<file path="config.mk">
export PLATFORM = sky130hd
export DESIGN_NAME = binary_code_autocorrelation_scorer
export DESIGN_NICKNAME = d
export VERILOG_FILES = /design/src/hdl/bcas_pkg.sv /design/src/hdl/binary_code_autocorrelation_scorer.sv /design/src/hdl/bcas_popcount.sv
export VERILOG_INCLUDE_DIRS = /design/src /design/src/hdl
export SDC_FILE = /design/constraint.sdc
export NUM_CORES = 2
export LEC_CHECK = 0
export BUFFER_PORTS_ARGS = -buffer_cell sky130_fd_sc_hd__clkbuf_2
export CAP_MARGIN = 20
export CORE_ASPECT_RATIO = 1.5
export CORE_MARGIN = 1.5
export CORE_UTILIZATION = 50
export DETAILED_ROUTE_END_ITERATION = 10
export PLACE_DENSITY = 0.77
export SLEW_MARGIN = 15
export SYNTH_ARGS = -nofsm -noshare
export SYNTH_HDL_FRONTEND = slang
export SYNTH_HIERARCHICAL = 1
export SYNTH_SLANG_ARGS = --single-unit
</file>
<file path="constraint.sdc">
create_clock -name i_clk -period 41.5 [get_ports i_clk]
set_clock_uncertainty 0.1 [all_clocks]
set_input_delay 8.3 -clock i_clk [delete_from_list [all_inputs] [get_ports i_clk]]
set_output_delay 8.3 -clock i_clk [all_outputs]
set_load 0.01 [all_outputs]
</file>
<file path="src/hdl/binary_code_autocorrelation_scorer_assert.svh">
// ----------------------------------------------------------------------------
// Assertion macros for the binary code autocorrelation scorer
// Shared concurrent-assertion forms, clocked and gated by the block reset.
// ----------------------------------------------------------------------------
`ifndef BINARY_CODE_AUTOCORRELATION_SCORER_ASSERT_SVH
`define BINARY_CODE_AUTOCORRELATION_SCORER_ASSERT_SVH

// Same-cycle implication: cons must hold at every edge where ante holds.
`define BCAS_ASSERT_NOW(label, clk, rst_n, ante, cons) \
    label: assert property (@(posedge clk) disable iff (!rst_n) (ante) |-> (cons)) \
        else $error("bcas: same-cycle check failed");

// Next-cycle implication: cons must hold at the edge after the one where ante holds.
`define BCAS_ASSERT_NEXT(label, clk, rst_n, ante, cons) \
    label: assert property (@(posedge clk) disable iff (!rst_n) (ante) |=> (cons)) \
        else $error("bcas: next-cycle check failed");

`endif

</file>
<file path="src/hdl/bcas_pkg.sv">
// ----------------------------------------------------------------------------
// bcas_pkg
// Constants and types shared by the autocorrelation scorer modules.
// ----------------------------------------------------------------------------
package bcas_pkg;

    // longest code word handled; lengths above it saturate
    localparam int C_MAX_LEN  = 32;
    localparam int C_CHIP_W   = 32;
    localparam int C_CFG_W    = 6;
    localparam int C_NUM_LAGS = C_MAX_LEN - 1;

    // internal length and per-lag agreement count widths
    localparam int C_LEN_W = $clog2(C_MAX_LEN + 1);
    localparam int C_CNT_W = $clog2(C_MAX_LEN + 1);
    localparam int C_CMP_W = C_LEN_W + 1;

    localparam int C_SCORE_W = 6;
    localparam int C_PEAK_W  = 6;
    localparam int C_SEC_W   = 5;

    localparam logic [C_CFG_W-1:0] C_LEN_RST = C_CFG_W'(13);

    typedef logic [C_MAX_LEN-1:0] t_chip_vec;
    typedef logic [C_CNT_W-1:0]   t_cnt;
    typedef logic [C_LEN_W-1:0]   t_len;

endpackage

</file>
<file path="src/hdl/binary_code_autocorrelation_scorer.sv">
// ----------------------------------------------------------------------------
// binary_code_autocorrelation_scorer
// Scores one candidate binary code word per cycle by its aperiodic
// autocorrelation: main peak, largest positive sidelobe, and their gap.
// ----------------------------------------------------------------------------
// Usage:
//   Configuration: pulse i_cfg_wr_en with the chip count on i_cfg_wr_data
//   (1..32, larger values saturate to 32, zero yields an all-zero result).
//   Write it only while no transfer is in flight. Reset loads 13.
//   Input channel: i_in_valid / o_in_stall carry one code word per transfer
//   on i_code_chips, bit i being chip i (set = +1, clear = -1).
//   Output channel: o_out_valid / i_out_stall carry one result per input
//   transfer: o_main_peak, o_second_value and o_score. A word whose largest
//   positive sidelobe exceeds one is rejected and reports all zeros.
//   Pipeline: four register stages (stage 1, stage 2, stage 3, output).
//   Throughput: one word per cycle while not stalled; every lag is computed in
//   its own lane, so the per-lane popcount tree sets the stage depth.
//   Stall: while the output register holds an untaken result and
//   i_out_stall is high, the whole pipeline freezes and o_in_stall is raised;
//   nothing is dropped or repeated.
//   Reset (synchronous, active low) empties the pipeline and reloads the
//   length register.
// ----------------------------------------------------------------------------
`include "binary_code_autocorrelation_scorer_assert.svh"

module binary_code_autocorrelation_scorer (
    input  logic                              i_clk,
    input  logic                              i_rst_n,
    input  logic                              i_cfg_wr_en,
    input  logic [bcas_pkg::C_CFG_W-1:0]      i_cfg_wr_data,
    input  logic                              i_in_valid,
    output logic                              o_in_stall,
    input  logic [bcas_pkg::C_CHIP_W-1:0]     i_code_chips,
    output logic                              o_out_valid,
    input  logic                              i_out_stall,
    output logic [bcas_pkg::C_SCORE_W-1:0]    o_score,
    output logic [bcas_pkg::C_PEAK_W-1:0]     o_main_peak,
    output logic [bcas_pkg::C_SEC_W-1:0]      o_second_value
);

    localparam int C_NL = bcas_pkg::C_NUM_LAGS;

    // configured length
    logic [bcas_pkg::C_CFG_W-1:0] r_code_length;

    // stage 1: captured word and clamped length
    logic                 r_s1_vld;
    bcas_pkg::t_chip_vec  r_s1_word;
    bcas_pkg::t_len       r_s1_len;
    bcas_pkg::t_chip_vec  n_s1_word;
    bcas_pkg::t_len       n_s1_len;

    // stage 2: per-lag agreement vectors (lag 0 is the peak itself)
    logic                 r_s2_vld;
    bcas_pkg::t_chip_vec  r_s2_lane [1:C_NL];
    bcas_pkg::t_chip_vec  n_s2_lane [1:C_NL];
    bcas_pkg::t_len       r_s2_len;

    // stage 3: per-lag agreement counts
    logic                 r_s3_vld;
    bcas_pkg::t_cnt       r_s3_cnt [1:C_NL];
    bcas_pkg::t_cnt       w_cnt    [1:C_NL];
    bcas_pkg::t_len       r_s3_len;

    // output register
    logic                               r_out_vld;
    logic [bcas_pkg::C_SCORE_W-1:0]     r_score;
    logic [bcas_pkg::C_PEAK_W-1:0]      r_peak;
    logic [bcas_pkg::C_SEC_W-1:0]       r_second;
    logic [bcas_pkg::C_SCORE_W-1:0]     n_score;
    logic [bcas_pkg::C_PEAK_W-1:0]      n_peak;
    logic [bcas_pkg::C_SEC_W-1:0]       n_second;

    logic w_adv;

    // Advance every stage together unless the held result is being stalled.
    assign w_adv      = !(r_out_vld && i_out_stall);
    assign o_in_stall = !w_adv;

    always_ff @(posedge i_clk) begin
        if (!i_rst_n) begin
            r_code_length <= bcas_pkg::C_LEN_RST;
        end else if (i_cfg_wr_en) begin
            r_code_length <= i_cfg_wr_data;
        end
    end

    // Stage 1: capture the word, saturate the length. Chips past the input
    // word read as clear bits.
    always_comb begin
        n_s1_word = bcas_pkg::C_MAX_LEN'({{bcas_pkg::C_MAX_LEN{1'b0}}, i_code_chips});
        if (int'(r_code_length) > bcas_pkg::C_MAX_LEN) begin
            n_s1_len = bcas_pkg::C_LEN_W'(bcas_pkg::C_MAX_LEN);
        end else begin
            n_s1_len = bcas_pkg::C_LEN_W'(r_code_length);
        end
    end

    // Stage 2: chip j agrees with chip j+lag when the bits match; keep only
    // pairs that overlap inside the code word. The sidelobe at lag -l equals
    // the one at +l, so only positive lags are formed.
    always_comb begin
        for (int l = 1; l <= C_NL; l++) begin
            for (int j = 0; j < bcas_pkg::C_MAX_LEN; j++) begin
                n_s2_lane[l][j] = 1'b0;
                if (j + l < bcas_pkg::C_MAX_LEN) begin
                    if (int'(r_s1_len) > j + l) begin
                        n_s2_lane[l][j] = ~(r_s1_word[j] ^ r_s1_word[j+l]);
                    end
                end
            end
        end
    end

    // Stage 3: count agreements per lane.
    genvar g_l;
    generate
        for (g_l = 1; g_l <= C_NL; g_l++) begin : g_lane
            bcas_popcount u_popcount (
                .i_bits  (r_s2_lane[g_l]),
                .o_count (w_cnt[g_l])
            );
        end
    endgenerate

    // Output stage: sidelobe = 2*agree - overlap. Flag any sidelobe above one
    // (reject) and any equal to one. The zero-lag peak equals the length and
    // always exceeds every sidelobe.
    always_comb begin
        logic                           v_gt1;
        logic                           v_eq1;
        logic [bcas_pkg::C_CMP_W-1:0]   v_twice;
        logic [bcas_pkg::C_CMP_W-1:0]   v_ovl1;
        v_gt1   = 1'b0;
        v_eq1   = 1'b0;
        v_twice = '0;
        v_ovl1  = '0;
        for (int l = 1; l <= C_NL; l++) begin
            v_twice = bcas_pkg::C_CMP_W'({r_s3_cnt[l], 1'b0});
            v_ovl1  = bcas_pkg::C_CMP_W'(r_s3_len) - bcas_pkg::C_CMP_W'(l)
                    + bcas_pkg::C_CMP_W'(1);
            if (int'(r_s3_len) > l) begin
                if (v_twice > v_ovl1) begin
                    v_gt1 = 1'b1;
                end
                if (v_twice == v_ovl1) begin
                    v_eq1 = 1'b1;
                end
            end
        end
        if (v_gt1) begin
            n_peak   = '0;
            n_second = '0;
        end else begin
            n_peak   = bcas_pkg::C_PEAK_W'(r_s3_len);
            n_second = bcas_pkg::C_SEC_W'(v_eq1);
        end
        n_score = bcas_pkg::C_SCORE_W'(n_peak) - bcas_pkg::C_SCORE_W'(n_second);
    end

    // Valid bits
    always_ff @(posedge i_clk) begin
        if (!i_rst_n) begin
            r_s1_vld  <= 1'b0;
            r_s2_vld  <= 1'b0;
            r_s3_vld  <= 1'b0;
            r_out_vld <= 1'b0;
        end else if (w_adv) begin
            r_s1_vld  <= i_in_valid;
            r_s2_vld  <= r_s1_vld;
            r_s3_vld  <= r_s2_vld;
            r_out_vld <= r_s3_vld;
        end
    end

    // Payload; hold while stalled
    always_ff @(posedge i_clk) begin
        if (w_adv) begin
            r_s1_word <= n_s1_word;
            r_s1_len  <= n_s1_len;
            r_s2_lane <= n_s2_lane;
            r_s2_len  <= r_s1_len;
            r_s3_cnt  <= w_cnt;
            r_s3_len  <= r_s2_len;
            r_score   <= n_score;
            r_peak    <= n_peak;
            r_second  <= n_second;
        end
    end

    assign o_out_valid    = r_out_vld;
    assign o_score        = r_score;
    assign o_main_peak    = r_peak;
    assign o_second_value = r_second;

    // ------------------------------------------------------------------
    // Assertions
    // ------------------------------------------------------------------
    `BCAS_ASSERT_NOW(a_second_le_one, i_clk, i_rst_n, o_out_valid, o_second_value <= 5'd1)
    `BCAS_ASSERT_NOW(a_reject_all_zero, i_clk, i_rst_n, o_out_valid && (o_main_peak == 6'd0), (o_score == 6'd0) && (o_second_value == 5'd0))
    `BCAS_ASSERT_NOW(a_stall_backpressure, i_clk, i_rst_n, o_out_valid && i_out_stall, o_in_stall)
    `BCAS_ASSERT_NEXT(a_accept_enters, i_clk, i_rst_n, i_in_valid && !o_in_stall, r_s1_vld)

endmodule

</file>
<file path="src/hdl/bcas_popcount.sv">
// ----------------------------------------------------------------------------
// bcas_popcount
// Balanced adder tree that counts the set bits of one lag lane.
// ----------------------------------------------------------------------------
module bcas_popcount (
    input  bcas_pkg::t_chip_vec i_bits,
    output bcas_pkg::t_cnt      o_count
);

    localparam int C_LVLS = $clog2(bcas_pkg::C_MAX_LEN);
    localparam int C_PAD  = 1 << C_LVLS;

    bcas_pkg::t_cnt w_sum [0:C_LVLS][0:C_PAD-1];

    genvar g_i, g_k;
    generate
        for (g_i = 0; g_i < C_PAD; g_i++) begin : g_leaf
            if (g_i < bcas_pkg::C_MAX_LEN) begin : g_bit
                assign w_sum[0][g_i] = bcas_pkg::C_CNT_W'(i_bits[g_i]);
            end else begin : g_pad
                assign w_sum[0][g_i] = '0;
            end
        end
        for (g_k = 0; g_k < C_LVLS; g_k++) begin : g_lvl
            for (g_i = 0; g_i < (C_PAD >> (g_k + 1)); g_i++) begin : g_add
                assign w_sum[g_k+1][g_i] = w_sum[g_k][2*g_i] + w_sum[g_k][2*g_i+1];
            end
        end
    endgenerate

    assign o_count = w_sum[C_LVLS][0];

endmodule
</file>
==> results.py <==
metrics = {
    "finish": {
        "area_growth_pct": 10.41,
        "stdcell_count": 8323,
        "fillers": 10920,
        "drive_gt1_frac": 0.04857,
        "finalNetCount": 8052,
    },
    "sta": {
        "finalSetupViolCount": 0,
        "tightestPinTransition_ns": 1.229,
        "finalMaxSlewViolations": 0,
        "fmax_mhz": 55.71,
        "post-route-min-period_ns": 17.95,
        "finalCritPeriodShare": 0.4326,
        "hold_slack_ns": 0.3285,
        "max-slew-margin-rel": 0.1777,
        "hold_viol_final": 0,
        "setup_slack_ns": 23.55,
        "rsz0062_at_grt": "false",
        "fin_tns_setup_ns": 0,
    },
    "floorplanning": {
        "dieArea_um2": 134200,
        "start_util": 0.5023,
        "die_w_um": 299.6,
        "pin_count": 62,
        "core_um2": 131300,
        "die_y_um": 447.9,
        "row_count": 163,
    },
    "setup_path": {
        "endpoint_kind": "output pin",
        "crit_slowest_cell": "nand2_4",
        "crit_type": "input pin to output pin",
        "crit_arrival_ns": 9.55,
        "cp_slowest_stage_delay_ns": 0.69,
        "required_ns": 33.10,
        "worstPathMaxFanout": 76,
        "crit_chain": "clkbuf_2 > nand2_4 > inv_1 > clkbuf_2",
        "start_kind": "input pin",
        "critPathMostFrequentCell": "clkbuf_2",
    },
    "global_routing": {
        "grt_pass1_wl_um": 264300,
        "grt_overflow_total": 0,
        "grt_start_max_net_pins": 199,
        "grt_pass1_vias": 45590,
        "track_usage": 0.2692,
        "antenna_found_initial": 3,
    },
    "clock_network": {
        "cts_hold_buf": 0,
        "cts_tree": "yes",
        "cts.clk_slew.worst_paths_ns": 0.06,
        "cts_inserted_buffers": 80,
        "clock-sinks": 755,
        "cts_max_level": 3,
        "ctsResizeCount": 0,
        "root_buffer": "clkbuf_16",
        "clk_path_buf_depth": 3,
        "clk_latency_ns": 0.70,
        "post_cts_buffers": 0,
    },
    "logic_synthesis": {
        "synth-async-reset-ratio": 0,
        "synth_xor_area_frac": 0.08509,
        "synth_top_area_frac": 0.3391,
        "yosysUniqueCellTypes": 79,
        "synth_top_family_by_area": "adder cells",
        "synth-edff-count": 745,
        "synthCells": 6036,
        "yosys_register_bits": 755,
        "synth_area_leaders": "edfxtp_1 (34%), fa_1 (22%), ha_1 (15%)",
        "synth_simple_gate_area_frac": 0.05752,
        "synth_adder_area_share": 0.3620,
        "synth_common_cells": "inv_1 (1628), ha_1 (768), edfxtp_1 (745)",
        "synth_compound_area_frac": 0.04599,
        "synth_mux_area_frac": 0.0009103,
        "syn_avg_cell_area_um2": 10.93,
        "synth_top_cell_by_area": "edfxtp_1",
        "ys_seq_area_frac": 0.3421,
        "synth_flop_cell": "edfxtp_1",
        "yosysMostFrequentCell": "inv_1",
        "ys_warn_count": 6,
        "synth_area_um2": 65980,
    },
    "drt": {
        "routed_via_density": 5.166,
        "drc": 0,
        "drt_iter0_markers": 3517,
        "drt-wirelength-per-cell_um": 21.11,
        "routed_wl_um": 175700,
        "drtPass1Iterations": 9,
        "final_antenna_net_count": 0,
        "dr_total_vias": 43000,
    },
    "status": {
        "outcome": "completed",
    },
    "placement": {
        "io_buffers": 57,
        "hpwl_um": 119700,
        "globalplace.congestion": 0.9887,
        "dp_cells": 8177,
        "post-place-ws_ns": 23.52,
    },
    "min_path": {
        "worst_hold_path_type": "register to register",
    },
    "power": {
        "p_leak_nw": 35.71,
        "p_per_area_nw_per_um2": 76.21,
        "power_mw": 5.551,
        "peakVddDrop_uv": 61.62,
    },
    "flow_run": {
        "maxCapViolCount": 0,
    },
}
## state kept, by name (all words and copies together), names as in the netlist
register	flops
r_code_length	6
o_main_peak	6
r_s2_vld	1
r_s3_vld	1
r_s3_cnt	186
r_s1_len	6
r_s2_len	6
r_s2_lane	496
r_s1_word	32
r_s1_vld	1
o_second_value	1
o_score	6
r_s3_len	6
o_out_valid	1
## power breakdown
part | internal, mW | total, mW | switching (mW) | leakage (nW)
Sequential | 1.20 | 1.29 | 0.0876 | 8.67
Clock | 0.428 | 0.741 | 0.314 | 1.28
Combinational | 1.47 | 3.52 | 2.05 | 25.8
Total | 3.10 | 5.55 | 2.45 | 35.7
## worst max-delay path: cells and delay by family
kind / cells / cell delay, ns
simple gates: 1 / 0.69
buf+inv: 3 / 0.55
## metrics by stage
step	utilization	instance area, um^2
after floorplan	-	67850
after global placement	0.5341	70150
after detailed placement	0.5342	70170
after CTS	0.5544	72810
after global routing	0.5546	72840
final	0.5546	72840
## layout make-up
class                      instances  area, um^2  share of cell area
inverter                        1632        6126             0.08410
clock inverter                    40       460.4            0.006321
sequential                       755       22570              0.3099
tap                             1732        2167             0.02975
clock buffer                     103        2182             0.02996
timing repair buffer             130       885.9             0.01216
antenna                            2       5.005          0.00006871
multi-input combinational       3929       38450              0.5278
## cells by family after synthesis
| kind of cell | after synthesis |
|---|---|
| compound gates | 429 |
| xor+xnor | 641 |
| fa+ha+maj | 1481 |
| buf+inv | 1851 |
| flops | 755 |
| mux | 6 |
| other cells | 1 |
| simple gates | 872 |
## cell usage in the layout (no fill, tap or decap), types with 20 or more instances in the layout
cell / netlist / layout
clkbuf_2: 1 / 57
a21oi_1: 153 / 143
a21boi_0: 24 / 24
nand3_1: 63 / 63
xnor2_1: 141 / 141
buf_4: 4 / 69
fa_1: 713 / 713
nor2b_1: 20 / 20
nor2_1: 571 / 570
o21ai_2: 31 / 31
conb_1: 1 / 500
inv_1: 1628 / 1628
nand4_1: 29 / 29
nand2_1: 81 / 80
a211o_1: 32 / 32
and2_1: 33 / 33
o211ai_1: 31 / 31
xor2_1: 500 / 500
a21o_1: 43 / 43
clkbuf_16: 0 / 83
ha_1: 768 / 768
edfxtp_1: 745 / 745
## per-layer routing
| layer | track usage | part of all wire | up-vias |
|---|---|---|---|
| met5 | 0 | 0.00024 | - |
| li1 | - | - | 19240 |
| met3 | 0.04413 | 0.081 | 642 |
| met2 | 0.4653 | 0.49 | 1823 |
| met4 | 0.1837 | 0.080 | 6 |
| met1 | 0.3051 | 0.35 | 21290 |
## worst paths after layout
kind,from,end,slack [ns],cells past startpoint
max,i_out_stall,o_in_stall,23.55,4
min,r_s2_len[3],r_s3_len[3],0.33,0
max reg2reg,r_s3_len[1],o_score[4],34.45,20
min reg2reg,r_s2_len[3],r_s3_len[3],0.33,0
(Power assumes the default switching activity.)
